===== src/rtl/assert_macros.svh =====
// ----------------------------------------------------------------------------
// Assertion macros
// Shared concurrent assertion forms for the edge fader RTL.
// ----------------------------------------------------------------------------
`ifndef ASSERT_MACROS_SVH
`define ASSERT_MACROS_SVH

// same-cycle implication, disabled in reset
`define ASSERT_IMPLIES(lbl, clk, rst_n, ante, cons) \
    lbl: assert property (@(posedge clk) disable iff (!rst_n) (ante) |-> (cons)) \
        else $error("assertion failed: same-cycle implication");

// next-cycle implication, disabled in reset
`define ASSERT_NEXT(lbl, clk, rst_n, ante, cons) \
    lbl: assert property (@(posedge clk) disable iff (!rst_n) (ante) |=> (cons)) \
        else $error("assertion failed: next-cycle implication");

`endif


===== src/rtl/rcef_pkg.sv =====
// ----------------------------------------------------------------------------
// rcef_pkg
// Types, constants and table helper for the raised-cosine edge fader.
// ----------------------------------------------------------------------------
`default_nettype none

package rcef_pkg;

    localparam int SAMPLE_W   = 24;
    localparam int LEN_W      = 17;
    localparam int HUND_W     = 14;
    localparam int GAIN_W     = 16;
    localparam int GAIN_FRAC  = 15;
    localparam int CFG_IDX_W  = 2;
    localparam int CFG_DATA_W = 17;
    localparam int QUEUE_DEPTH = 2;

    localparam int DEF_MAX_LENGTH      = 65536;
    localparam int DEF_COS_TABLE_DEPTH = 1024;
    localparam int DEF_IDX_W           = 16;

    localparam logic [CFG_IDX_W-1:0] REG_BUFFER_LENGTH = 2'd0;
    localparam logic [CFG_IDX_W-1:0] REG_FADE_IN       = 2'd1;
    localparam logic [CFG_IDX_W-1:0] REG_FADE_OUT      = 2'd2;

    localparam logic [HUND_W-1:0] FULL_HUNDREDTHS = 14'd10000;
    localparam logic [HUND_W-1:0] HALF_HUNDREDTHS = 14'd5000;
    localparam logic [GAIN_W-1:0] ONE_Q15         = 16'd32768;
    localparam logic [63:0]       HALF_PI_Q30     = 64'd1686629713;

    typedef struct packed {
        logic [LEN_W-1:0] len;
        logic [LEN_W-1:0] nin;
        logic [LEN_W-1:0] nout;
        logic             busy;
    } t_fade_cfg;

    typedef struct packed {
        logic signed [SAMPLE_W-1:0] sample;
        logic [LEN_W-1:0]           in_pos;
        logic [LEN_W-1:0]           out_pos;
        logic                       in_act;
        logic                       out_act;
        logic                       last;
    } t_job;

    typedef enum logic [1:0] {
        CFG_IDLE,
        CFG_MUL,
        CFG_DIV
    } t_cfg_state;

    typedef enum logic [3:0] {
        BK_IDLE,
        BK_SETUP,
        BK_DIVQ,
        BK_ROM,
        BK_MULD,
        BK_DIVF,
        BK_GMUL,
        BK_ROUND,
        BK_OUT
    } t_back_state;

    // Q2.30 sine, Taylor series up to the x^15 term; elaboration use only
    function automatic logic [63:0] sin_q30(input logic [63:0] x);
        logic [63:0] x2;
        logic [63:0] term;
        logic [63:0] sum;
        x2   = (x * x) >> 30;
        term = x;
        sum  = x;
        term = ((term * x2) >> 30) / 64'd6;
        sum  = sum - term;
        term = ((term * x2) >> 30) / 64'd20;
        sum  = sum + term;
        term = ((term * x2) >> 30) / 64'd42;
        sum  = sum - term;
        term = ((term * x2) >> 30) / 64'd72;
        sum  = sum + term;
        term = ((term * x2) >> 30) / 64'd110;
        sum  = sum - term;
        term = ((term * x2) >> 30) / 64'd156;
        sum  = sum + term;
        term = ((term * x2) >> 30) / 64'd210;
        sum  = sum - term;
        return sum;
    endfunction

endpackage

`default_nettype wire


===== src/rtl/rcef_cfg.sv =====
// ----------------------------------------------------------------------------
// rcef_cfg
// Configuration registers and fade-length derivation (reciprocal /10000).
// ----------------------------------------------------------------------------
`default_nettype none

module rcef_cfg #(
    parameter int MAX_LENGTH = rcef_pkg::DEF_MAX_LENGTH
) (
    input  logic                             i_clk,
    input  logic                             i_rst_n,
    input  logic                             i_cfg_we,
    input  logic [rcef_pkg::CFG_IDX_W-1:0]   i_cfg_index,
    input  logic [rcef_pkg::CFG_DATA_W-1:0]  i_cfg_data,
    output rcef_pkg::t_fade_cfg              o_cfg
);
    import rcef_pkg::*;

    localparam int DV_W        = LEN_W + HUND_W;
    // 10000 = 16 * 625: shift out the 16, then multiply by ceil(2^36 / 625)
    localparam int PRE_SHIFT   = 4;
    localparam int NUM_W       = DV_W - PRE_SHIFT;
    localparam int RECIP_W     = 27;
    localparam int RECIP_SHIFT = 36;
    localparam int RPROD_W     = NUM_W + RECIP_W;
    localparam logic [RECIP_W-1:0] RECIP_625 = 27'd109951163;

    t_cfg_state r_state, n_state;

    logic [LEN_W-1:0]  r_len;
    logic [HUND_W-1:0] r_hin;
    logic [HUND_W-1:0] r_hout;
    logic [LEN_W-1:0]  r_nin;
    logic [LEN_W-1:0]  r_nout;
    logic              r_phase;
    logic [DV_W-1:0]   r_acc;

    logic               wr_len, wr_hin, wr_hout, write_hit;
    logic [LEN_W-1:0]   len_clamped;
    logic [HUND_W-1:0]  hund_clamped;
    logic               busy, load, step;
    logic [HUND_W-1:0]  h_sel;
    logic [RPROD_W-1:0] recip_p;
    logic [LEN_W-1:0]   quot;

    assign wr_len    = i_cfg_we && (i_cfg_index == REG_BUFFER_LENGTH);
    assign wr_hin    = i_cfg_we && (i_cfg_index == REG_FADE_IN);
    assign wr_hout   = i_cfg_we && (i_cfg_index == REG_FADE_OUT);
    assign write_hit = wr_len || wr_hin || wr_hout;

    always_comb begin
        if (i_cfg_data == '0) begin
            len_clamped = LEN_W'(1);
        end else if (32'(i_cfg_data) > 32'(MAX_LENGTH)) begin
            len_clamped = LEN_W'(MAX_LENGTH);
        end else begin
            len_clamped = i_cfg_data[LEN_W-1:0];
        end
        if (i_cfg_data[HUND_W-1:0] > FULL_HUNDREDTHS) begin
            hund_clamped = FULL_HUNDREDTHS;
        end else begin
            hund_clamped = i_cfg_data[HUND_W-1:0];
        end
    end

    // next state
    always_comb begin
        n_state = r_state;
        case (r_state)
            CFG_IDLE: n_state = CFG_IDLE;
            CFG_MUL:  n_state = CFG_DIV;
            CFG_DIV:  n_state = r_phase ? CFG_IDLE : CFG_MUL;
            default:  n_state = CFG_IDLE;
        endcase
        // any write restarts both derivations
        if (write_hit) begin
            n_state = CFG_MUL;
        end
    end

    // outputs
    always_comb begin
        load = 1'b0;
        step = 1'b0;
        busy = i_cfg_we;
        case (r_state)
            CFG_IDLE: ;
            CFG_MUL: begin
                load = 1'b1;
                busy = 1'b1;
            end
            CFG_DIV: begin
                step = 1'b1;
                busy = 1'b1;
            end
            default: busy = 1'b1;
        endcase
    end

    assign h_sel   = r_phase ? r_hout : r_hin;
    assign recip_p = RPROD_W'(r_acc[DV_W-1:PRE_SHIFT]) * RPROD_W'(RECIP_625);
    assign quot    = recip_p[RECIP_SHIFT +: LEN_W];

    always_ff @(posedge i_clk) begin
        if (!i_rst_n) begin
            r_state <= CFG_IDLE;
            r_len   <= LEN_W'(1);
            r_hin   <= '0;
            r_hout  <= '0;
            r_nin   <= '0;
            r_nout  <= '0;
            r_phase <= 1'b0;
        end else begin
            r_state <= n_state;
            if (wr_len) begin
                r_len <= len_clamped;
            end
            if (wr_hin) begin
                r_hin <= hund_clamped;
            end
            if (wr_hout) begin
                r_hout <= hund_clamped;
            end
            if (write_hit) begin
                r_phase <= 1'b0;
            end else if (step) begin
                if (r_phase) begin
                    r_nout <= quot;
                end else begin
                    r_nin <= quot;
                end
                r_phase <= 1'b1;
            end
        end
    end

    // len * h + 5000, divided by 10000 in the following cycle
    always_ff @(posedge i_clk) begin
        if (load) begin
            r_acc <= DV_W'(r_len) * DV_W'(h_sel) + DV_W'(HALF_HUNDREDTHS);
        end
    end

    assign o_cfg.len  = r_len;
    assign o_cfg.nin  = r_nin;
    assign o_cfg.nout = r_nout;
    assign o_cfg.busy = busy;

endmodule

`default_nettype wire


===== config.mk =====
export PLATFORM = sky130hd
export DESIGN_NAME = rcef_cfg
export DESIGN_NICKNAME = d
export VERILOG_FILES = /design/src/rtl/assert_macros.svh /design/src/rtl/rcef_pkg.sv /design/src/rtl/rcef_cfg.sv
export SDC_FILE = /design/constraint.sdc
export NUM_CORES = 2
export LEC_CHECK = 0
export BUFFER_PORTS_ARGS = -buffer_cell sky130_fd_sc_hd__buf_4
export CAP_MARGIN = 10
export CORE_MARGIN = 5
export CORE_UTILIZATION = 50
export DETAILED_ROUTE_END_ITERATION = 10
export PLACE_DENSITY = 0.66
export SLEW_MARGIN = 20
export SYNTH_ARGS = -nofsm -noshare
export SYNTH_HDL_FRONTEND = slang
export SYNTH_SLANG_ARGS = --single-unit

===== constraint.sdc =====
create_clock -name i_clk -period 11.62 [get_ports i_clk]
set_input_delay 1.743 -clock i_clk [delete_from_list [all_inputs] [get_ports i_clk]]
set_output_delay 1.743 -clock i_clk [all_outputs]
set_load 0.005 [all_outputs]

Word level (Yosys, flattened, before mapping):

Cells that the tools add are included.

* add/sub/neg operators: 1
* $mul: 2
* order comparisons: 2
* eq/ne operators: 4
* muxes and demuxes: 10
* bitwise operators: 3
* reduce and logical (&&, ||, !) cells: 11

Operators by type and width (count)
* 27-bit by 27-bit multiplier with 53-bit output (second input constant): 1
* 17-bit two-way mux: 2
* 31-bit by 13-bit adder with 31-bit output (second input constant): 1
* 17-bit by 14-bit multiplier with 31-bit output: 1
* 14-bit two-way mux: 2
* 17-bit greater-than comparator (second input constant): 1
* 17-bit zero test: 1
* 14-bit greater-than comparator (second input constant): 1
* 3-bit AND reduction: 2
* 1-bit two-way mux: 5
* 2-bit by 1-bit equality test with 1-bit output (second input constant): 2
* 2-bit equality test (second input constant): 2
* 2-bit zero test: 2
* 2-bit one-hot mux with 2 select lines: 1
* 1-bit logical AND: 3
* 1-bit NOT: 3
* 1-bit logical OR: 2
* 2-bit OR reduction: 1

* register bits: 113
* output and inout bits: 52
* word-level logic and storage cells: 42

Logic depth before layout (Yosys ltp):

* depth in word-level cells: 6
* depth in mapped cells: 27
* gate-level depth less buffers: 24

Worst setup path before layout:

OpenSTA, ideal clock, no wires.

* path type: register to register
* start point: register r_phase
* end point: register r_acc[27], data pin
* setup time: 0.259 ns
* arrival: 6.644 ns
* setup slack: 4.718 ns
* stages on the path, launching flop included: 25
* path buffers: 3
* period minus slack after synthesis: 6.902 ns
* cells stage by stage: dfxtp_1 > buf_4 > clkbuf_1 > mux2i_1 > clkbuf_1 > nor2b_1 > fa_1 > inv_1 > fa_1 > inv_1 > fa_1 > inv_1 > fa_1 > fa_1 > inv_1 > fa_1 > ha_1 > o21a_1 > o211a_1 > a311o_2 > a31oi_4 > o41ai_2 > a211o_1 > a21oi_2 > xnor2_1

* longest elaborated chain between the ends: 3

RTL lines
* from (decl): line rcef_cfg.sv:35 `logic r_phase;`
* from (signal assigned): line rcef_cfg.sv:112 `r_phase <= 1'b0;`
* from (signal assigned): line rcef_cfg.sv:125 `r_phase <= 1'b0;`
* from (signal assigned): line rcef_cfg.sv:132 `r_phase <= 1'b1;`
* 14-bit two-way mux: line rcef_cfg.sv:100 `assign h_sel = r_phase ? r_hout : r_hin;`
* 17-bit by 14-bit multiplier with 31-bit output: line rcef_cfg.sv:140 `r_acc <= DV_W'(r_len) * DV_W'(h_sel) + DV_W'(HALF_HUNDREDTHS);`
* 31-bit by 13-bit adder with 31-bit output: line rcef_cfg.sv:140
* to (signal assigned): line rcef_cfg.sv:140
* to (decl): line rcef_cfg.sv:36 `logic [DV_W-1:0] r_acc;`

Every way passes these cells.
A chain may end at the register's enable or synchronous reset.

Final worst setup path:

* start point: register r_phase
* end point: register r_acc[30], data pin

The elaborated chain is that of the path after synthesis.

==> summary.txt <==
Status
  – Outcome: finished clean

Synthesis
  – Post-Synth XOR/XNOR Area: 1.611%
  – Top-area cell type share of the netlist area: 39.49%
  – Commonest cells in the netlist: inv_1, fa_1, ha_1
  – Most common cell in the netlist: inv_1
  – Post-synth cell types: 73
  – Synth Cell Area: 0.02555 mm2
  – Post-synthesis adder-cell area fraction: 57.35%
  – Top post-synthesis cells by area: fa_1, ha_1, inv_1
  – Ys Warns: 0
  – #FFs+latches synth: 109
  – Post-Syn Instances: 2682
  – Largest family of logic cells by synthesized area: adder cells
  – Synth Net Count: 3572
  – Compound-gate portion of the synthesized area: 8.085%
  – Largest area contributor in the netlist: fa_1
  – Async S/R FF share, synth: 0%
  – Post-synth EDFFs: 27
  – Mux cell area share after synthesis: 0.7688%
  – Synthesized area per cell: 9.527 um2
  – Post-Synth Simple-Gate Area: 10.32%
  – Seq/Total Area, Yosys: 9.598%
  – Main synth FF type: dfxtp_1

Clock tree
  – Num CTS Buffers: 9
  – Skew-Pair Late Insertion Delay: 0.40 ns
  – Root Driver: clkbuf_16
  – # H-tree levels: 3
  – Cts hold-fix bufs: 0
  – CTS tree: built
  – Setup Fix Bufs, Post-CTS: 0
  – Resized Gates After CTS: 0
  – Clock Pin Slew Worst Setup and Hold Paths: 0.10 ns
  – CTS sink count: 109
  – CTS Buffer Depth: 2

STA
  – Final Cycle Share: 63.93%
  – Final setup TNS: 0 ns
  – Slew @ Worst Pin: 0.9705 ns
  – Fin. Hold Viols: 0
  – Final setup fails: 0
  – RSZ-0062 raised after global routing: no
  – Tmin final: 7.428 ns
  – Final Skew: 0.01498 ns
  – Worst slew margin: 35.21%
  – Fin. max-slew vios: 0
  – Fmax: 134.6 MHz

Pwr
  – PD cells: 245.9 mW/mm2
  – Total Power: 0.006665 W
  – Leakage Power: 13.95 nW
  – VDD IR-drop max: 0.4250 mV

Hold path
  – Worst Hold Class: flip-flop to flip-flop

Die
  – Row cnt: 82
  – DIE WIDTH: 236.1 um
  – Total core area: 0.05038 mm2
  – Initial Utilization: 50.72%
  – Die height: 236.1 um
  – # IOs: 74
  – Die area: 0.05572 mm2

Global route
  – Grt total ovfl: 0
  – Pin count of the biggest net entering global routing: 92
  – Wire length of the first global-routing pass: 104.1 mm
  – Vias in the first global route: 19510
  – Antenna violations before repair: 0
  – Gr usage total: 23.30%

Run
  – Max cap viols: 0

Setup path
  – Critical path launch point type: flip-flop
  – Setup crit end kind: flip-flop
  – Crit Path Class: flip-flop to flip-flop
  – Worst Path Arrival: 7.59 ns
  – Crit Path Max Fanout: 20
  – Worst endpoint required time: 11.78 ns

Layout
  – Fin nets: 3603
  – Layout cells sized above 1: 4.893%
  – P&R area growth vs syn: 6.067%

Route
  – Average wire per standard cell: 18.83 um
  – Vias: 18190
  – Routed WL: 63.86 mm
  – Vias per cell: 5.363
  – Residual DRC: 0
  – Starting DRT DRC Count: 1015
  – Post-route ant nets: 0
  – First drt pass iteration count: 5

Placement
  – GPL Wtd Cong: 0.9727
  – I/O Buffers: 73
  – Post-DP HPWL: 54.99 mm
metrics by stage:
stage | util [%] | hold slack [ns] | setup WS, ns | instance area, um2 | std cells
after global placement | 53.14 | 0.4500 | 4.391 | 26770 | 3374
final | 53.80 | 0.4673 | 4.192 | 27100 | 3392
after floorplan | - | 0.4400 | 4.718 | 25550 | 2682
after detailed placement | 53.14 | 0.4567 | 4.219 | 26770 | 3374
after CTS | 53.78 | 0.4685 | 4.218 | 27090 | 3390
after global routing | 53.79 | 0.4878 | 3.881 | 27100 | 3390
metal layers:
| metal | track usage (%) | routed length [um] | vias up |
|---|---|---|---|
| met5 | 0 | 0 | - |
| met3 | 3.679 | 3428 | 94 |
| met1 | 32.10 | 27540 | 9344 |
| met2 | 38.63 | 31160 | 470 |
| met4 | 6.369 | 1730 | 0 |
| li1 | - | - | 8284 |
cell usage in the layout, fill, tap and decap left out, types with 11 or more instances in the layout:
master and count:
a21boi_0 28, a21o_1 31, a21oi_1 73, a22oi_1 13
and2_1 102, buf_4 84, dfxtp_1 82, edfxtp_1 27
fa_1 504, ha_1 364, inv_1 768, mux2_2 13
nand2_1 188, nand2b_1 13, nand3_1 48, nand4_1 16
nor2_1 28, nor2b_1 71, nor3_1 12, o211a_1 15
o21a_1 11, o21ai_0 42, o21bai_1 11, xnor2_1 31
xor2_1 16
power by group:
group / switching (W) / internal [W]
combinational: 0.00362 / 0.00226
sequential: 0.0000256 / 0.000404
clock: 0.000192 / 0.000161
path summary, 6_finish.rpt:
path | startpoint | endpoint | slack (ns) | cells after the start
max reg2reg | r_phase$_SDFFE_PP0N_ | r_acc[30]$_DFFE_PN_ | 4.19 | 22
min | r_hin[13]$_SDFFE_PN0P_ | r_hin[13]$_SDFFE_PN0P_ | 0.47 | 2
min reg2reg | r_hin[13]$_SDFFE_PN0P_ | r_hin[13]$_SDFFE_PN0P_ | 0.47 | 2
max | r_phase$_SDFFE_PP0N_ | r_acc[30]$_DFFE_PN_ | 4.19 | 22
kinds of logic (layout without fill, tap and decap cells):
kind of cell | after synthesis | in the layout
adders and majority gates | 869 | 869
buffers and inverters | 832 | 868
and+or+nand+nor | 512 | 512
AOI/OAI and AO/OA | 295 | 295
muxes | 18 | 18
other | 0 | 2
DFF | 109 | 109
xor gates and xnor gates | 47 | 47
sequential cells by signal, summed over array words and instances, names as in the netlist:
signal and flops:
r_acc 27, r_len 17, r_nin 17, r_nout 17, r_hin 14, r_hout 14, r_state 2, r_phase 1
critical path, stage by stage (launching register included):
cell	delay, ns
dfxtp_1	0.96
mux2_2	0.59
and2_1	0.26
fa_1	0.53
inv_1	0.05
fa_1	0.48
inv_1	0.06
fa_1	0.49
fa_1	0.46
fa_1	0.53
inv_1	0.06
fa_1	0.47
inv_1	0.04
ha_1	0.37
a21o_1	0.21
a21o_1	0.18
a211oi_1	0.29
o22ai_2	0.19
a22oi_2	0.18
a21oi_1	0.14
a221o_1	0.34
a21oi_1	0.19
xnor2_1	0.08
cell type report:
type                       count  area, um2
antenna                        2      5.005
clock buffer                   9      225.2
clock inverter                 7      96.34
fill                        4653      23270
inverter                     768       2883
multi-input combinational   1741      19970
sequential                   109       2452
tap                          672      840.8
timing repair buffer          84      630.6
Power figures use the tool's default switching activity.
