$ cat src/rtl/assert_macros.svh
// ----------------------------------------------------------------------------
// Assertion macros
// Shared concurrent assertion forms for the edge fader RTL.
// ----------------------------------------------------------------------------
`ifndef ASSERT_MACROS_SVH
`define ASSERT_MACROS_SVH

// same-cycle implication, disabled in reset
`define ASSERT_IMPLIES(lbl, clk, rst_n, ante, cons) \
    lbl: assert property (@(posedge clk) disable iff (!rst_n) (ante) |-> (cons)) \
        else $error("assertion failed: same-cycle implication");

// next-cycle implication, disabled in reset
`define ASSERT_NEXT(lbl, clk, rst_n, ante, cons) \
    lbl: assert property (@(posedge clk) disable iff (!rst_n) (ante) |=> (cons)) \
        else $error("assertion failed: next-cycle implication");

`endif

$ cat src/rtl/rcef_pkg.sv
// ----------------------------------------------------------------------------
// rcef_pkg
// Types, constants and table helper for the raised-cosine edge fader.
// ----------------------------------------------------------------------------
`default_nettype none

package rcef_pkg;

    localparam int SAMPLE_W   = 24;
    localparam int LEN_W      = 17;
    localparam int HUND_W     = 14;
    localparam int GAIN_W     = 16;
    localparam int GAIN_FRAC  = 15;
    localparam int CFG_IDX_W  = 2;
    localparam int CFG_DATA_W = 17;
    localparam int QUEUE_DEPTH = 2;

    localparam int DEF_MAX_LENGTH      = 65536;
    localparam int DEF_COS_TABLE_DEPTH = 1024;
    localparam int DEF_IDX_W           = 16;

    localparam logic [CFG_IDX_W-1:0] REG_BUFFER_LENGTH = 2'd0;
    localparam logic [CFG_IDX_W-1:0] REG_FADE_IN       = 2'd1;
    localparam logic [CFG_IDX_W-1:0] REG_FADE_OUT      = 2'd2;

    localparam logic [HUND_W-1:0] FULL_HUNDREDTHS = 14'd10000;
    localparam logic [HUND_W-1:0] HALF_HUNDREDTHS = 14'd5000;
    localparam logic [GAIN_W-1:0] ONE_Q15         = 16'd32768;
    localparam logic [63:0]       HALF_PI_Q30     = 64'd1686629713;

    typedef struct packed {
        logic [LEN_W-1:0] len;
        logic [LEN_W-1:0] nin;
        logic [LEN_W-1:0] nout;
        logic             busy;
    } t_fade_cfg;

    typedef struct packed {
        logic signed [SAMPLE_W-1:0] sample;
        logic [LEN_W-1:0]           in_pos;
        logic [LEN_W-1:0]           out_pos;
        logic                       in_act;
        logic                       out_act;
        logic                       last;
    } t_job;

    typedef enum logic [1:0] {
        CFG_IDLE,
        CFG_MUL,
        CFG_DIV
    } t_cfg_state;

    typedef enum logic [3:0] {
        BK_IDLE,
        BK_SETUP,
        BK_DIVQ,
        BK_ROM,
        BK_MULD,
        BK_DIVF,
        BK_GMUL,
        BK_ROUND,
        BK_OUT
    } t_back_state;

    // Q2.30 sine, Taylor series up to the x^15 term; elaboration use only
    function automatic logic [63:0] sin_q30(input logic [63:0] x);
        logic [63:0] x2;
        logic [63:0] term;
        logic [63:0] sum;
        x2   = (x * x) >> 30;
        term = x;
        sum  = x;
        term = ((term * x2) >> 30) / 64'd6;
        sum  = sum - term;
        term = ((term * x2) >> 30) / 64'd20;
        sum  = sum + term;
        term = ((term * x2) >> 30) / 64'd42;
        sum  = sum - term;
        term = ((term * x2) >> 30) / 64'd72;
        sum  = sum + term;
        term = ((term * x2) >> 30) / 64'd110;
        sum  = sum - term;
        term = ((term * x2) >> 30) / 64'd156;
        sum  = sum + term;
        term = ((term * x2) >> 30) / 64'd210;
        sum  = sum - term;
        return sum;
    endfunction

endpackage

`default_nettype wire

$ cat src/rtl/rcef_front.sv
// ----------------------------------------------------------------------------
// rcef_front
// Takes sample requests, tracks the buffer position and tags fade coverage.
// ----------------------------------------------------------------------------
`default_nettype none

module rcef_front #(
    parameter int IDX_W = rcef_pkg::DEF_IDX_W
) (
    input  logic                                 i_clk,
    input  logic                                 i_rst_n,
    input  logic                                 i_in_valid,
    output logic                                 o_in_stall,
    input  logic signed [rcef_pkg::SAMPLE_W-1:0] i_sample_in,
    input  rcef_pkg::t_fade_cfg                  i_cfg,
    input  logic                                 i_queue_full,
    output logic                                 o_push,
    output rcef_pkg::t_job                       o_job
);
    import rcef_pkg::*;

    logic [IDX_W-1:0] r_index;
    logic [LEN_W-1:0] idx_ext, len_m1, idx_c, back_pos;
    logic             last;

    assign o_in_stall = i_cfg.busy || i_queue_full;
    assign o_push     = i_in_valid && !o_in_stall;

    assign idx_ext  = LEN_W'(r_index);
    assign len_m1   = i_cfg.len - LEN_W'(1);
    // index left past the end after the length was lowered: treat as last
    assign idx_c    = (idx_ext > len_m1) ? len_m1 : idx_ext;
    assign back_pos = len_m1 - idx_c;
    assign last     = (idx_c == len_m1);

    assign o_job.sample  = i_sample_in;
    assign o_job.in_pos  = idx_c;
    assign o_job.out_pos = back_pos;
    assign o_job.in_act  = (i_cfg.nin > LEN_W'(1)) && (idx_c < i_cfg.nin);
    assign o_job.out_act = (i_cfg.nout > LEN_W'(1)) && (back_pos < i_cfg.nout);
    assign o_job.last    = last;

    always_ff @(posedge i_clk) begin
        if (!i_rst_n) begin
            r_index <= '0;
        end else if (o_push) begin
            r_index <= last ? '0 : IDX_W'(idx_c + LEN_W'(1));
        end
    end

endmodule

`default_nettype wire

$ cat config.mk
export PLATFORM = sky130hd
export DESIGN_NAME = rcef_front
export DESIGN_NICKNAME = d
export VERILOG_FILES = /design/src/rtl/assert_macros.svh /design/src/rtl/rcef_pkg.sv /design/src/rtl/rcef_front.sv
export SDC_FILE = /design/constraint.sdc
export NUM_CORES = 1
export LEC_CHECK = 0
export ABC_AREA = 0
export BUFFER_PORTS_ARGS = -buffer_cell sky130_fd_sc_hd__buf_2
export CAP_MARGIN = 20
export CORE_MARGIN = 8
export CORE_UTILIZATION = 30
export DETAILED_ROUTE_END_ITERATION = 10
export GPL_TIMING_DRIVEN = 1
export SLEW_MARGIN = 40
export SYNTH_ARGS = -nofsm -noshare
export SYNTH_HDL_FRONTEND = slang
export SYNTH_SLANG_ARGS = --single-unit
$ cat constraint.sdc
create_clock -name i_clk -period 6.3 [get_ports i_clk]
set_input_delay 0 -clock i_clk [delete_from_list [all_inputs] [get_ports i_clk]]
set_output_delay 0 -clock i_clk [all_outputs]
set_load 0.01 [all_outputs]
* Word-level counts from Yosys, hierarchy flattened
Index checks and enable logic that the tools add are counted.
** Storage, ports and cells
- Bits in registers :: 16
- Output and inout bits :: 63
- Logic and storage cells :: 17
** Operators by class
- $add $sub $neg :: 3
- Order comparisons :: 5
- Equal/unequal tests :: 1
- Muxes and demuxes :: 2
- Reduce and logical (&&, ||, !) cells :: 5
** Operators with widths (count)
- 17-bit by 1-bit greater-than comparator with 1-bit output, second input constant :: 2
- 17-bit less-than comparator :: 2
- 17-bit equality test :: 1
- 16-bit by 17-bit greater-than comparator with 1-bit output :: 1
- 17-bit 2-to-1 mux :: 1
- 17-bit by 1-bit subtractor with 17-bit output, second input constant :: 1
- 17-bit subtractor :: 1
- 16-bit by 1-bit adder with 16-bit output, second input constant :: 1
- 16-bit 2-to-1 mux :: 1
- 1-bit logical AND :: 3
- 1-bit logical NOT :: 1
- 1-bit logical OR :: 1

* Depth between registers and ports, before layout
Gate-level depths: netlist (run 1).
- Depth in word-level cells :: 6
- Depth in mapped cells :: 33
- Depth with buffers taken out :: 30

* Least setup slack after synthesis (run 1)
Ideal clock, no wire load.
- Path type :: in2out
- Start point :: in i_cfg[35] (netlist bit)
- End point :: out o_job[1] (netlist bit)
- Arrival :: 6.109 ns
- Data required time :: 6.300 ns
- Path slack :: 0.191 ns
- Stages on the path :: 32
- Buffers on the path :: 3
- Cell sequence :: inv_1 ha_1 nor4b_4 nand3_1 nor3_1 xor2_1 inv_1 ha_1 nand3_1 o211ai_1 a211o_1 o211a_1 buf_6 buf_6 buf_2 mux2i_1 ha_1 inv_1 fa_1 a21o_1 a21oi_1 o211ai_1 a221o_1 a21o_1 a21oi_1 xnor2_1 ha_1 a21oi_1 nor2b_1 o21ai_0 nand3_1 a21oi_1
** RTL lines
- start, declared :: RTL line rcef_front.sv:15 : input rcef_pkg::t_fade_cfg i_cfg,
- end, declared :: RTL line rcef_front.sv:18 : output rcef_pkg::t_job o_job

==> flow_summary.yaml, run 1 <==
critical_path:
  cp_slowest_cell: "nor4_2"
  cp.required_ns: 6.30
  path_max_fanout: 6
  r2r-end: "r_index[12]"
  regToRegSetupSlack_ns: 2.13
  cpPeakStageDelay_ns: 0.43
  startpoint_type: "input port"
  rr_worst_depth: 14
  path_class: "input port to primary output"
  worstSetupEndpointType: "primary output"
  critical_path.startpoint: "i_cfg[35]"
  critPathCapture: "o_job[1]"
  arrival_ns: 5.84
  reg2reg_from: "r_index[2]"
drt:
  wirelength_mm: 11.39
  dr.max_layer_used: "met4"
  vias: 3812
  wl_per_cell_um: 15.23
  drc: 0
  wl_met1_mm: 4.728
  wl_met3_um: 735
  met2_length_mm: 5.828
  firstDrtPassIters: 5
  drt_iter0_drc: 234
  detail_route.vias_per_cell: 5.096
  ant_nets: 0
synthesis:
  yosys_warnings: 0
  synth_area_leaders: "ha_1, dfxtp_1, xnor2_1, inv_1, buf_4"
  ys_seq_elements: 16
  ys.flop_type: "dfxtp_1"
  synth.top_cell.area_share: 0.2207
  synth.largest_area_cell: "ha_1"
  synthCells: 497
  ys_seq_area_frac: 0.08562
  synth_edf_count: 0
  ys_types: 62
  async_flop_share: 0
  avgSynthCellArea_um2: 7.527
  syn_area_mm2: 0.003741
die:
  fp.dieH_um: 127.7
  io_pins: 143
  die_x_um: 127.7
  rows: 40
  core_area_mm2: 0.01211
  die_area_mm2: 0.01630
  start_util: 0.3089
clock_tree:
  cts_buffer_depth: 2
  cts_tree: "built"
  postCtsHoldBufs: 0
  clk_latency_ns: 0.25
  clock_sink_count: 16
  htree_num_levels: 1
  cts_buffers: 3
  cts-root-buf: "clkbuf_16"
timing:
  finalSetupViolCount: 0
  max_freq_mhz: 171.2
  relSlewSlack: 0.4955
  final.min_clock_period_ns: 5.841
  drv_slew: 0
  fin_crit_sh: 0.9271
  finalSetupTns_ns: 0
  tightest_slew_ns: 0.7540
  rsz0062_at_grt: "false"
  finClkSkew_ns: 0.002506
  hold_violations: 0
cells_and_area:
  n_antenna_cell: 0
  areaGrowthSynthToFinish_pct: 19.06
  largest_registers: "r_index: 16 flops"
  regArea_um2: 320.3
  top_register: "r_index"
  multi_input_area_mm2: 0.002942
  finish.instance_area_mm2: 0.004454
  n_fill_cell: 1293
  largest_reg_flops: 16
  drive_gt1_frac: 0.2345
  final_nets: 728
power_and_ir_drop:
  powerDensity_mw_per_mm2: 101.3
  p_comb_frac: 0.466
  p_switching_w: 0.0001616
  seq_power_share: 0.226
  switching_share: 0.3579
  ir_drop_mv: 0.07353
  power.leakage_nw: 2.257
  pwr-share-clk: 0.308
  internal_power_w: 0.0002898
global_routing:
  grt-ovfl-total: 0
  antenna_found_initial: 0
  grt_pass1_wl_mm: 18.38
  first_global_vias: 3850
  grt_max_degree: 22
  grt_usage: 0.1345
job:
  drv_cap: 0
hold_path:
  holdPathStages: 0
  hp-class: "input port to primary output"
run_status:
  run_status: "finished, final reports clean"
place:
  dpl_cell_area_mm2: 0.004294
  numPortBuffers: 93
  hpwlAfterDp_mm: 9.942
  gp_congestion: 0.9186
-- layout by cell type, fill, tap and decap left out, types with 3 or more instances in the layout --
cell,count
nand3_1,15
buf_4,16
clkbuf_16,3
buf_2,93
o211ai_1,4
nor4_1,12
and4_1,4
xnor2_1,33
nand4_1,18
nor2b_1,6
nand2b_1,3
mux2_2,3
a21o_1,12
a22o_1,11
a211o_1,3
ha_1,66
nand3b_1,3
mux2i_1,10
inv_1,75
and3_1,5
o21a_1,8
nor3_1,10
o21ai_1,4
dfxtp_1,16
xor2_1,7
o21ai_0,12
nor2_1,23
a21oi_1,28
nand2_1,25
-- worst min-delay path by stage --
stage	startpoint	endpoint	slack [ns]
6_report	i_sample_in[9]	o_job[46]	0.000004
2_1_floorplan	i_sample_in[0]	o_job[37]	0.09
4_1_cts	i_sample_in[11]	o_job[48]	0.00007
5_1_grt	i_sample_in[13]	o_job[50]	0.00002
3_5_place_dp	i_sample_in[11]	o_job[48]	0.00007
3_3_place_gp	i_sample_in[11]	o_job[48]	0.00007
-- cell families (layout without fill, tap and decap cells) --
kind of cell,after synthesis,in the layout,share of synthesized area
adders and majority gates,67,67,0.2261
other,1,2,0.001002
xor gates and xnor gates,40,40,0.09365
muxes,17,17,0.04983
and+or+nand+nor,142,142,0.2134
buffers and inverters,109,191,0.1401
AOI/OAI and AO/OA,105,105,0.1903
DFF,16,16,0.08562
-- repair_timing --
item	4_1_cts	5_1_grt
resized for setup	0	11
endpoints found under the setup margin	0	1
hold endpoints to repair	0	0
setup buffers	0	3
-- through the flow --
step / setup slack, ns / power, W / hold WS, ns / std cells / utilization
2_1_floorplan: 0.1905 / 0.0002485 / 0.09177 / 498 / -
3_3_place_gp: 0.3274 / 0.0003069 / 0.00006862 / 741 / 0.3545
3_5_place_dp: 0.1753 / 0.0003118 / 0.00006862 / 741 / 0.3545
4_1_cts: 0.1533 / 0.0004513 / 0.00006862 / 745 / 0.3619
5_1_grt: 0.02974 / 0.0004848 / 0.00001549 / 748 / 0.3678
6_report: 0.4594 / 0.0004514 / 0.000003893 / 748 / 0.3678
-- synth_stat cells (4+ instances only) --
cell,count
a21o_1,12
a21oi_1,29
a22o_1,11
and3_1,5
and4_1,4
buf_4,26
dfxtp_1,16
ha_1,66
inv_1,75
mux2i_1,13
nand2_1,25
nand3_1,16
nand4_1,18
nor2_1,23
nor2b_1,6
nor3_1,11
nor4_1,12
o211ai_1,4
o21a_1,8
o21ai_0,13
xnor2_1,33
xor2_1,7
-- critical path: cells and delay by family --
family	cells	cell delay (ns)
adders and majority gates	4	1.11
buffers and inverters	4	0.40
and+or+nand+nor	6	1.26
AOI/OAI and AO/OA	13	2.71
muxes	1	0.21
xor gates and xnor gates	1	0.15
-- power groups by stage --
stage / combinational (W) / sequential [W] / clock, W
finish: 0.000210 / 0.000102 / 0.000139
global route: 0.000238 / 0.000102 / 0.000145
CTS: 0.000208 / 0.000102 / 0.000141
detailed placement: 0.000208 / 0.000104 / 0
global placement: 0.000203 / 0.000104 / 0
floorplan: 0.000145 / 0.000104 / 0
-- area by class of cell --
class	instances	share of cell area
multi-input cells	373	0.6604
flip-flops and latches	16	0.07191
repair buffers	111	0.1365
well taps	168	0.04719
inverters	76	0.06405
clock buffers	4	0.01994
-- metal layers --
metal,track usage,vias up
met5,0,-
met2,0.2474,109
met1,0.1579,1778
met4,0.01329,0
met3,0.03369,11
li1,-,1914
(Power assumes the default switching activity.)
==> run 2, diff against run 1 <==
--- a/config.mk
+++ b/config.mk
@@ -12,6 +12,7 @@
 export CORE_UTILIZATION = 30
 export DETAILED_ROUTE_END_ITERATION = 10
 export GPL_TIMING_DRIVEN = 1
+export SKIP_CTS_REPAIR_TIMING = 1
 export SLEW_MARGIN = 40
 export SYNTH_ARGS = -nofsm -noshare
 export SYNTH_HDL_FRONTEND = slang
==> constraint.sdc (replaced) <==
create_clock -name i_clk -period 6.39 [get_ports i_clk]
set_input_delay 0 -clock i_clk [delete_from_list [all_inputs] [get_ports i_clk]]
set_output_delay 0 -clock i_clk [all_outputs]
set_load 0.01 [all_outputs]
==> flow_summary.yaml, run 2 (synthesis results as in run 1) <==
drt:
  wirelength_mm: 11.29
  ant_nets: 0
  firstDrtPassIters: 4
  vias: 3763
  wl_per_cell_um: 15.11
  detail_route.vias_per_cell: 5.037
  drc: 0
  drt_iter0_drc: 172
die:
  die_area_mm2: 0.01630
  start_util: 0.3089
  die_x_um: 127.7
  core_area_mm2: 0.01211
  rows: 40
  fp.dieH_um: 127.7
  io_pins: 143
global_routing:
  first_global_vias: 3844
  antenna_found_initial: 0
  grt_usage: 0.1361
  grt_pass1_wl_mm: 18.53
  grt_max_degree: 18
  grt-ovfl-total: 0
critical_path:
  startpoint_type: "input port"
  path_max_fanout: 7
  arrival_ns: 5.91
  path_class: "input port to primary output"
  cpPeakStageDelay_ns: 0.40
  worstSetupEndpointType: "primary output"
  cp_slowest_cell: "fa_1"
  cp.required_ns: 6.39
job:
  drv_cap: 0
clock_tree:
  cts-root-buf: "clkbuf_16"
  cts_tree: "built"
  clk_latency_ns: 0.25
  cts_buffer_depth: 2
  htree_num_levels: 1
  clock_sink_count: 16
  cts_buffers: 3
power_and_ir_drop:
  power.leakage_nw: 2.261
  ir_drop_mv: 0.08534
  total_power_w: 0.0004412
  powerDensity_mw_per_mm2: 99.83
timing:
  finClkSkew_ns: 0.001546
  final.min_clock_period_ns: 5.908
  finalSetupViolCount: 0
  fin_crit_sh: 0.9246
  relSlewSlack: 0.4761
  hold_violations: 0
  drv_slew: 0
  rsz0062_at_grt: "false"
  finalSetupTns_ns: 0
  max_freq_mhz: 169.3
  tightest_slew_ns: 0.7830
run_status:
  run_status: "finished, final reports clean"
cells_and_area:
  n_antenna_cell: 0
  drive_gt1_frac: 0.2263
  mostFrequentLayoutCell: "buf_2"
  largest_registers: "r_index: 16 flops"
  layout_common_cells: "buf_2, inv_1, ha_1"
  areaGrowthSynthToFinish_pct: 18.13
  largest_reg_flops: 16
  final_nets: 727
  top_register: "r_index"
place:
  hpwlAfterDp_mm: 9.958
  gp_congestion: 0.9169
  numPortBuffers: 93
hold_path:
  hp-class: "input port to primary output"
-- run 2: final timing paths --
| check | startpoint | to | slack (ns) | cells after the start |
|---|---|---|---|---|
| hold reg to reg | r_index[1] | r_index[1] | 0.53 | 2 |
| setup / recovery | i_cfg[35] | o_job[1] | 0.48 | 32 |
| setup reg to reg | r_index[2] | r_index[10] | 2.12 | 14 |
| hold / removal | i_sample_in[9] | o_job[46] | 0.000004 | 0 |
-- run 2: worst max-delay path: cells and delay by family --
family,cells,cell delay (ns)
buf+inv,6,0.71
simple gates,6,0.74
fa+ha+maj,5,1.39
xor+xnor,2,0.42
compound gates,12,2.40
mux,1,0.25
-- run 2: report_power, final --
group          leakage (nW)  total (W)  internal, W  switching [W]
registers             0.129   0.000101     0.000100    0.000000293
clock network        0.0442   0.000136    0.0000951      0.0000404
logic                  2.09   0.000205    0.0000893       0.000116
-- run 2: final cells by class --
type | instances | area, µm²
multi-input cells | 373 | 2914
repair buffers | 110 | 600.6
well taps | 168 | 210.2
fillers | 1322 | 7692
clock buffers | 4 | 88.84
flip-flops and latches | 16 | 320.3
inverters | 76 | 285.3
-- run 2: metrics by stage --
step                        util  hold WS (ns)  setup WS (ns)  cells  area, µm²
after floorplan                -       0.09177         0.2805    498       3745
after global placement    0.3539    0.00006862         0.5237    740       4287
after detailed placement  0.3539    0.00006862         0.2506    740       4287
after CTS                 0.3613    0.00006862         0.2139    744       4375
after global routing      0.3649    0.00001549        0.01611    747       4419
final                     0.3649   0.000003893         0.4821    747       4419
-- run 2: layer usage --
metal  track usage  wire (µm)  share of wire  vias up
li1              -          -              -     1911
met1        0.1609       4766           0.42     1736
met2        0.2459       5647           0.50      105
met3       0.03203        685          0.061       11
met4       0.02378        187          0.017        0
met5             0          0              0        -
