$ cat config.mk
export PLATFORM = sky130hd
export DESIGN_NAME = rcef_queue
export DESIGN_NICKNAME = d
export VERILOG_FILES = /design/src/rtl/assert_macros.svh /design/src/rtl/rcef_pkg.sv /design/src/rtl/rcef_queue.sv
export SDC_FILE = /design/constraint.sdc
export NUM_CORES = 1
export LEC_CHECK = 0
export BUFFER_PORTS_ARGS = -buffer_cell sky130_fd_sc_hd__buf_2
export CAP_MARGIN = 15
export CORE_ASPECT_RATIO = 1.1
export CORE_UTILIZATION = 32
export DETAILED_ROUTE_END_ITERATION = 12
export GPL_TIMING_DRIVEN = 0
export SLEW_MARGIN = 20
export SYNTH_ARGS = -nofsm -noshare
export SYNTH_HDL_FRONTEND = slang
export SYNTH_SLANG_ARGS = --single-unit
export TNS_END_PERCENT = 10
$ cat constraint.sdc
create_clock -name i_clk -period 4.5 [get_ports i_clk]
set_input_delay 0.45 -clock i_clk [delete_from_list [all_inputs] [get_ports i_clk]]
set_output_delay 0.45 -clock i_clk [all_outputs]
set_load 0.1 [all_outputs]
$ cat src/rtl/assert_macros.svh
// ----------------------------------------------------------------------------
// Assertion macros
// Shared concurrent assertion forms for the edge fader RTL.
// ----------------------------------------------------------------------------
`ifndef ASSERT_MACROS_SVH
`define ASSERT_MACROS_SVH

// same-cycle implication, disabled in reset
`define ASSERT_IMPLIES(lbl, clk, rst_n, ante, cons) \
    lbl: assert property (@(posedge clk) disable iff (!rst_n) (ante) |-> (cons)) \
        else $error("assertion failed: same-cycle implication");

// next-cycle implication, disabled in reset
`define ASSERT_NEXT(lbl, clk, rst_n, ante, cons) \
    lbl: assert property (@(posedge clk) disable iff (!rst_n) (ante) |=> (cons)) \
        else $error("assertion failed: next-cycle implication");

`endif

$ cat src/rtl/rcef_pkg.sv
// ----------------------------------------------------------------------------
// rcef_pkg
// Types, constants and table helper for the raised-cosine edge fader.
// ----------------------------------------------------------------------------
`default_nettype none

package rcef_pkg;

    localparam int SAMPLE_W   = 24;
    localparam int LEN_W      = 17;
    localparam int HUND_W     = 14;
    localparam int GAIN_W     = 16;
    localparam int GAIN_FRAC  = 15;
    localparam int CFG_IDX_W  = 2;
    localparam int CFG_DATA_W = 17;
    localparam int QUEUE_DEPTH = 2;

    localparam int DEF_MAX_LENGTH      = 65536;
    localparam int DEF_COS_TABLE_DEPTH = 1024;
    localparam int DEF_IDX_W           = 16;

    localparam logic [CFG_IDX_W-1:0] REG_BUFFER_LENGTH = 2'd0;
    localparam logic [CFG_IDX_W-1:0] REG_FADE_IN       = 2'd1;
    localparam logic [CFG_IDX_W-1:0] REG_FADE_OUT      = 2'd2;

    localparam logic [HUND_W-1:0] FULL_HUNDREDTHS = 14'd10000;
    localparam logic [HUND_W-1:0] HALF_HUNDREDTHS = 14'd5000;
    localparam logic [GAIN_W-1:0] ONE_Q15         = 16'd32768;
    localparam logic [63:0]       HALF_PI_Q30     = 64'd1686629713;

    typedef struct packed {
        logic [LEN_W-1:0] len;
        logic [LEN_W-1:0] nin;
        logic [LEN_W-1:0] nout;
        logic             busy;
    } t_fade_cfg;

    typedef struct packed {
        logic signed [SAMPLE_W-1:0] sample;
        logic [LEN_W-1:0]           in_pos;
        logic [LEN_W-1:0]           out_pos;
        logic                       in_act;
        logic                       out_act;
        logic                       last;
    } t_job;

    typedef enum logic [1:0] {
        CFG_IDLE,
        CFG_MUL,
        CFG_DIV
    } t_cfg_state;

    typedef enum logic [3:0] {
        BK_IDLE,
        BK_SETUP,
        BK_DIVQ,
        BK_ROM,
        BK_MULD,
        BK_DIVF,
        BK_GMUL,
        BK_ROUND,
        BK_OUT
    } t_back_state;

    // Q2.30 sine, Taylor series up to the x^15 term; elaboration use only
    function automatic logic [63:0] sin_q30(input logic [63:0] x);
        logic [63:0] x2;
        logic [63:0] term;
        logic [63:0] sum;
        x2   = (x * x) >> 30;
        term = x;
        sum  = x;
        term = ((term * x2) >> 30) / 64'd6;
        sum  = sum - term;
        term = ((term * x2) >> 30) / 64'd20;
        sum  = sum + term;
        term = ((term * x2) >> 30) / 64'd42;
        sum  = sum - term;
        term = ((term * x2) >> 30) / 64'd72;
        sum  = sum + term;
        term = ((term * x2) >> 30) / 64'd110;
        sum  = sum - term;
        term = ((term * x2) >> 30) / 64'd156;
        sum  = sum + term;
        term = ((term * x2) >> 30) / 64'd210;
        sum  = sum - term;
        return sum;
    endfunction

endpackage

`default_nettype wire

$ cat src/rtl/rcef_queue.sv
// ----------------------------------------------------------------------------
// rcef_queue
// Short FIFO of tagged sample requests between front and back.
// ----------------------------------------------------------------------------
`default_nettype none

module rcef_queue (
    input  logic           i_clk,
    input  logic           i_rst_n,
    input  logic           i_push,
    input  rcef_pkg::t_job i_job,
    input  logic           i_pop,
    output rcef_pkg::t_job o_job,
    output logic           o_full,
    output logic           o_empty
);
    import rcef_pkg::*;

    localparam int PTR_W = (QUEUE_DEPTH > 1) ? $clog2(QUEUE_DEPTH) : 1;
    localparam int CNT_W = $clog2(QUEUE_DEPTH + 1);

    t_job             r_slot [0:QUEUE_DEPTH-1];
    logic [PTR_W-1:0] r_wr_ptr, r_rd_ptr;
    logic [CNT_W-1:0] r_count;
    logic             do_push, do_pop;

    assign o_full  = (r_count == CNT_W'(QUEUE_DEPTH));
    assign o_empty = (r_count == '0);
    assign do_push = i_push && !o_full;
    assign do_pop  = i_pop && !o_empty;
    assign o_job   = r_slot[r_rd_ptr];

    always_ff @(posedge i_clk) begin
        if (!i_rst_n) begin
            r_wr_ptr <= '0;
            r_rd_ptr <= '0;
            r_count  <= '0;
        end else begin
            if (do_push) begin
                r_wr_ptr <= (r_wr_ptr == PTR_W'(QUEUE_DEPTH - 1)) ? '0 : r_wr_ptr + PTR_W'(1);
            end
            if (do_pop) begin
                r_rd_ptr <= (r_rd_ptr == PTR_W'(QUEUE_DEPTH - 1)) ? '0 : r_rd_ptr + PTR_W'(1);
            end
            if (do_push && !do_pop) begin
                r_count <= r_count + CNT_W'(1);
            end else if (do_pop && !do_push) begin
                r_count <= r_count - CNT_W'(1);
            end
        end
    end

    always_ff @(posedge i_clk) begin
        if (do_push) begin
            r_slot[r_wr_ptr] <= i_job;
        end
    end

endmodule

`default_nettype wire

== Yosys cells after proc, flatten, opt, wreduce, memory -nomap -nowiden ==
Memory sizes are Yosys's and may differ from the RTL's. A register that Yosys moved wholly into a read port is not among the register bits.
Index checks and enable logic that the tools add are counted.
Word-level totals
  memory bits (writable): 122
  memories: 1
  register bits: 4
  input port bits: 65
  memory bits (read-only): 0
  output and inout bits: 63
  word-level logic and storage cells: 27
  latch bits: 0
Memories
  r_slot: words 2, bits a word 61, read ports 1, clocked after memory_dff 1, wr ports 1, RTL line rcef_queue.sv:22  | t_job r_slot [0:QUEUE_DEPTH-1];
Cells by class
  div/mod/pow operators: 0
  muxes and demuxes: 8
  equality and inequality tests: 1
  shift operators: 0
  multipliers: 0
  magnitude comparators: 0
  bitwise logic cells: 0
  add/subtract/negate cells: 4
  reductions and logical operators: 10
Operators with widths (number)
  2-to-1 mux 1 bit: 6
  logical AND 1 bit: 4
  logical NOT 1 bit: 4
  2-to-1 mux 2 bit: 2
  adder 1 bit, second input constant: 2
  adder 2 x 1 -> 2 bit, second input constant: 1
  == test 2 bit, second input constant: 1
  logical NOT 2 bit: 1
  nonzero test 2 bit: 1
  subtractor 2 x 1 -> 2 bit, second input constant: 1

== Logic depth before layout (Yosys ltp) ==
Gate-level depths: netlist of run 1.
  depth in word-level cells: 7
  gate-level depth with buffers: 7
  mapped depth without buffers: 7

== Worst setup path before layout of run 1 ==
Ideal clock, no wire load.
  path kind: register to register
  from: register r_count[0]
  to: memory r_slot[0][0] (netlist name) (enable)
  cell stages (with the launch flop): 4
  data required time: 4.029 ns
  slack: 0.835 ns
  data arrival time: 3.194 ns
  buffers on the path: 0
  cells stage by stage: dfxtp_1 -> nand2b_1 -> inv_2 -> nor3_2
On the way
  longest elaborated chain between the ends: 5
RTL lines
  start: declaration: RTL line rcef_queue.sv:24  | logic [CNT_W-1:0] r_count;
  start signal: assignment: RTL line rcef_queue.sv:46  | r_count <= r_count + CNT_W'(1);
  start signal: assignment: RTL line rcef_queue.sv:48  | r_count <= r_count - CNT_W'(1);
  == test 2 bit: RTL line rcef_queue.sv:27  | assign o_full = (r_count == CNT_W'(QUEUE_DEPTH));
  net o_full: RTL line rcef_queue.sv:14  | output logic o_full,
  logical NOT 1 bit: RTL line rcef_queue.sv:29  | assign do_push = i_push && !o_full;
  logical AND 1 bit: RTL line rcef_queue.sv:29
  2-to-1 mux 1 bit: RTL line rcef_queue.sv:54  | if (do_push) begin
  2-to-1 mux 1 bit (implied by the code): RTL line rcef_queue.sv:55  | r_slot[r_wr_ptr] <= i_job;
  end: declaration: RTL line rcef_queue.sv:22
The timed path passes the listed nets, and every way through them passes these cells.

==> results.json, run 1 <==
{
  "outcome": "complete, no violations",
  "worstPathMaxFanout": 10,
  "routed_wl_um": 8270,
  "fp.dieH_um": 128,
  "ys_types": 20,
  "final_common_cell": "buf_2",
  "port_buffers": 127,
  "clock_skew_ps": 4.44,
  "postSynthAreaPerCell_um2": 21.5,
  "synth_fp_nets": 281,
  "cts.clk_slew.worst_paths_ps": 50,
  "start_util_pct": 33.1,
  "cpMaxStageDelayCell": "mux2_2",
  "crit_chain": "buf_2 > buf_2 > mux2_2 > buf_2",
  "hold_class": "input pin to flop",
  "route.detailed.vias_per_inst": 4.29,
  "max_slew_margin_pct": 52.9,
  "cts_sinks": 127,
  "drc": 0,
  "final.period_utilization_pct": 51.7,
  "gp_congestion": 0.638,
  "critical_path_arrival_ps": 1880,
  "nets": 432,
  "ys_warn_count": 0,
  "syn_area_um2": 4620,
  "critical_path_class": "flop to output port",
  "crit_buf_inv": 3,
  "end_kind": "output port",
  "clkLatencyLatePin_ps": 400,
  "place_inst": 535,
  "rsz0062_at_grt": "false",
  "crit_path_start_kind": "flop",
  "crit_family": "buffers and inverters",
  "fin_crit_ps": 2330,
  "crit_path_frequent_cell": "buf_2",
  "wl_per_cell_um": 14.6,
  "mostFrequentLayoutCells": "134 x buf_2, 122 x edfxtp_1, 61 x mux2_2",
  "vias": 2428,
  "synth-seq-cells": 127,
  "clockRootBuffer": "clkbuf_16",
  "drive_gt1_share_pct": 61.1,
  "synth-seq-area-share_pct": 81.5,
  "cts_resized": 0,
  "ios": 128,
  "numCtsBuffers": 17,
  "area_growth_syn_to_layout_pct": 33.7,
  "diodes": 0,
  "postCtsSetupBuffers": 0,
  "core_um2": 14000,
  "slew_viol_final": 0,
  "grt_overflow": 0,
  "synth_cells": 215,
  "grt_pass1_wl_um": 12600,
  "clockBufferDepth": 2,
  "postCtsHoldBufs": 0,
  "cts_tree": "done",
  "rows": 45,
  "timing.fmax_mhz": 430,
  "tightest_slew_ps": 704,
  "first_iter_violations": 93,
  "first_pass_iters": 4,
  "grt_usage_pct": 11.9,
  "antenna_left": 0,
  "die-area_um2": 14900,
  "required_ps": 4050,
  "grt_pass1_vias": 2570,
  "maxCapViolCount": 0,
  "die_w_um": 117,
  "antenna_found_initial": 0,
  "hold_viol": 0,
  "setup-violations-final": 0,
  "stdcell_count": 566,
  "htree_num_levels": 4,
  "grt_start_max_net_pins": 39,
  "hpwl_um": 5630,
  "cpPeakStageDelay_ps": 380
}
stage by stage:
step                TNS (ps)  setup slack, ps  hold WS [ps]  area (µm²)  utilization, %
global route               0             2030           204        6180            44.2
detailed placement         0             2500           526        5580            39.9
floorplan                  0              835           483        4620               -
global placement      -29170             -474           496        5490            39.3
CTS                        0             2080           202        6180            44.2
finish                     0             2170           229        6180            44.2
area by class of cell:
| class | count | area, µm² |
|---|---|---|
| plain buffers | 7 | 35.0 |
| clock buffers | 18 | 429 |
| clock inverters | 13 | 171 |
| fillers | 1292 | 7780 |
| inverters | 2 | 7.51 |
| multi-input cells | 79 | 825 |
| flip-flops and latches | 127 | 3760 |
| well taps | 188 | 235 |
| repair buffers | 132 | 712 |
Yosys cell counts:
| library cell | count | area (µm²) |
|---|---|---|
| xnor2_1 | 2 | 17.5 |
| inv_2 | 1 | 3.75 |
| buf_2 | 7 | 35.0 |
| xor2_1 | 1 | 8.76 |
| and3_1 | 1 | 6.26 |
| a21boi_0 | 1 | 7.51 |
| o21a_1 | 1 | 7.51 |
| and2_1 | 3 | 18.8 |
| o21ai_0 | 1 | 5.00 |
| mux2_2 | 61 | 687 |
| dfxtp_1 | 5 | 100 |
| ha_1 | 1 | 12.5 |
| nor2_1 | 2 | 7.51 |
| inv_1 | 1 | 3.75 |
| edfxtp_1 | 122 | 3660 |
| nor3_2 | 1 | 10.0 |
| or3_1 | 1 | 6.26 |
| a21boi_1 | 1 | 7.51 |
| nand2b_1 | 1 | 6.26 |
| o21ai_1 | 1 | 5.00 |
registers in the layout, summed over array words and instances (netlist names), named ones only:
| signal | count |
|---|---|
| r_rd_ptr | 1 |
| r_wr_ptr | 1 |
| r_slot | 122 |
| r_count | 2 |
path summary, 6_finish.rpt:
check	start	end	slack [ps]	depth (start not counted)
setup / recovery	flop	o_job[48]	2170	4
hold / removal	i_job[51]	r_slot[0][51]$_DFFE_PP_	230	1
setup reg to reg	r_count[0]$_SDFFE_PN0P_	r_slot[0][16]$_DFFE_PP_	2560	5
hold reg to reg	r_count[1]$_SDFFE_PN0P_	r_count[1]$_SDFFE_PN0P_	530	2
layer usage:
metal | wire [µm] | up-vias | global-route usage [%]
li1 | - | 1154 | -
met1 | 3370 | 1182 | 12.9
met2 | 4220 | 84 | 19.6
met3 | 553 | 8 | 5.58
met4 | 125 | 0 | 5.58
met5 | 0 | - | 0
cells by family (layout without fill, tap and decap cells):
family                     count (synthesis)  count (layout)  share of synthesized area (%)
muxes                                     61              61                           14.9
AOI/OAI and AO/OA                          5               5                          0.704
adders and majority gates                  1               1                          0.271
xor gates and xnor gates                   3               3                          0.569
and+or+nand+nor                            9               9                           1.19
buffers and inverters                      9             172                          0.921
DFF                                      127             127                           81.5
Power of run 1 is left out: the tool's default activity adds up to more than one toggle a clock period on the data nets, which glitch-free logic cannot reach.
==> run 2: changes to the inputs <==
Clock period 4.5 ns to 2.06 ns, I/O delays scaled along.
==> run 2 against run 1 <==
Via count up 9.2%. First-iteration DRC count grew 2.2%. Sequential cell count did not move. Critical endpoint is now o_job[47]. Highest routed layer unchanged.
==> results.json, run 2 (synthesized netlist as in run 1, its figures left out) <==
{
  "outcome": "complete, no violations",
  "cts_tree": "done",
  "met3_usage_pct": 5.30,
  "fp.dieH_um": 128,
  "port_buffers": 127,
  "hold_class": "input pin to flop",
  "final_design_area_no_fill_um2": 6810,
  "die_w_um": 117,
  "setup-violations-final": 0,
  "route.detailed.vias_per_inst": 4.23,
  "max_slew_margin_pct": 58.2,
  "first_iter_violations": 95,
  "tightest_slew_ps": 625,
  "r2r-end": "r_slot[0][33]$_DFFE_PP_",
  "postCtsSetupBuffers": 0,
  "clockRootBuffer": "clkbuf_16",
  "grt_start_max_net_pins": 39,
  "r2r-start": "r_count[0]$_SDFFE_PN0P_",
  "min_from": "i_rst_n",
  "nFillCells": 1227,
  "crit_path_start_kind": "flop",
  "power_density_nw_per_um2": 1570,
  "nets": 493,
  "fin_crit_ps": 1970,
  "clkLatencyLatePin_ps": 400,
  "peakVddDrop_mv": 0.935,
  "die-area_um2": 14900,
  "grtUsageMet1_pct": 13.0,
  "critical_path_class": "flop to output port",
  "core_um2": 14000,
  "timing.fmax_mhz": 507,
  "grt_overflow": 0,
  "maxCapViolCount": 0,
  "hold_viol": 0,
  "hpwl_um": 5530,
  "final_util_pct": 48.8,
  "worstPathMaxFanout": 10,
  "clockBufferDepth": 2,
  "reg.largest.list": "r_slot (122), r_count (2)",
  "regMostFlops": "r_slot",
  "grt.busiest_layer": "met2",
  "numCtsBuffers": 17,
  "worst-r2r-cell-count": 5,
  "hold_path_depth": 2,
  "cts_sinks": 127,
  "diodes": 0,
  "drive_gt1_share_pct": 51.9,
  "end_kind": "output port",
  "use_met2_pct": 21.2,
  "final_common_cell": "edfxtp_1",
  "grt_pass1_wl_um": 13200,
  "drc": 0,
  "gp_congestion": 0.621,
  "ios": 128,
  "antenna_found_initial": 0,
  "start_util_pct": 33.1,
  "first_pass_iters": 4,
  "antenna_left": 0,
  "slew_viol_final": 0,
  "mostFrequentLayoutCells": "122 x edfxtp_1, 87 x buf_2, 61 x mux2_2, 61 x dlygate4sd3_1, 40 x clkbuf_4",
  "grt_usage_pct": 12.3,
  "routed_wl_um": 8730,
  "leakagePower_uw": 0.00256,
  "final.period_utilization_pct": 95.8,
  "critical_path_arrival_ps": 1770,
  "htree_num_levels": 4,
  "worstHoldEndpoint": "r_wr_ptr$_SDFFE_PN0P_",
  "rows": 45,
  "rsz0062_at_grt": "true",
  "r2r_slack_ps": 190,
  "wl_per_cell_um": 13.9,
  "required_ps": 1850,
  "cts.clk_slew.worst_paths_ps": 50,
  "vias": 2652,
  "grt_pass1_vias": 2793,
  "dpl_cell_area_um2": 5590,
  "clock_skew_ps": 5.54,
  "area_growth_syn_to_layout_pct": 47.4,
  "largest_register_ffs": 122
}
run 2: changes by cell type in the layout (fill, tap and decap cells not counted), moves of 2 or more:
| cell | change |
|---|---|
| clkbuf_1 | +2 |
| dlygate4sd3_1 | +61 |
| bufinv_16 | -4 |
| clkbuf_4 | +40 |
| buf_2 | -47 |
| clkinv_1 | +3 |
| buf_4 | +7 |
run 2: area by class of cell:
cell class	instances	area [µm²]	share of cell area, %
flip-flops and latches	127	3760	55.3
repair buffers	193	1430	20.9
multi-input cells	79	832	12.2
clock buffers	20	437	6.41
well taps	188	235	3.45
clock inverters	11	51.3	0.753
plain buffers	7	50.0	0.735
inverters	2	15.0	0.220
run 2: worst max path at each step:
stage | from | end | depth (start not counted)
floorplan | r_count[0]$_SDFFE_PN0P_ | r_slot[0][0]$_DFFE_PP_ | 3
global placement | r_count[0]$_SDFFE_PN0P_ | r_slot[0][34]$_DFFE_PP_ | 3
detailed placement | r_count[0]$_SDFFE_PN0P_ | r_slot[0][28]$_DFFE_PP_ | 5
CTS | flop | o_job[36] | 4
global route | flop | o_job[15] | 4
finish | flop | o_job[47] | 4
run 2: power breakdown:
part	internal (µW)	switching [µW]
Clock	1490	971
Combinational	1120	3790
Sequential	3250	92.7
Total	5860	4850
run 2: worst max-delay path, stage by stage (launching register included):
cell and delay [ps]:
dfxtp_1 300, buf_2 200, buf_4 230, mux2_2 350, buf_2 290
run 2: what timing repair did:
item	CTS	global route
gates cloned	0	0
pin swaps	0	0
gates resized for setup	1	52
endpoints found under the setup margin	60	50
hold buffers	61	0
endpoints found under the hold margin	122	0
run 2: metrics by stage:
stage | total power [µW] | TNS (ps) | worst slack (ps) | std cells | hold WS [ps]
after floorplan | 7360 | -54250 | -495 | 215 | 305
after global placement | 8010 | -164120 | -1350 | 530 | 394
after detailed placement | 8090 | 0 | 175 | 535 | 397
after CTS | 10700 | -1680 | -45.3 | 627 | 40.8
after global routing | 11100 | -46.2 | -11.5 | 627 | 50.9
final | 10700 | 0 | 85.7 | 627 | 66.9
run 2: metal layers:
metal  wire [µm]  share of wire [%]
met2        4510                 52
met5           0                  0
met4         102                1.2
met3         454                5.2
met1        3660                 42
No activity file was read; power rests on OpenSTA's default activity.
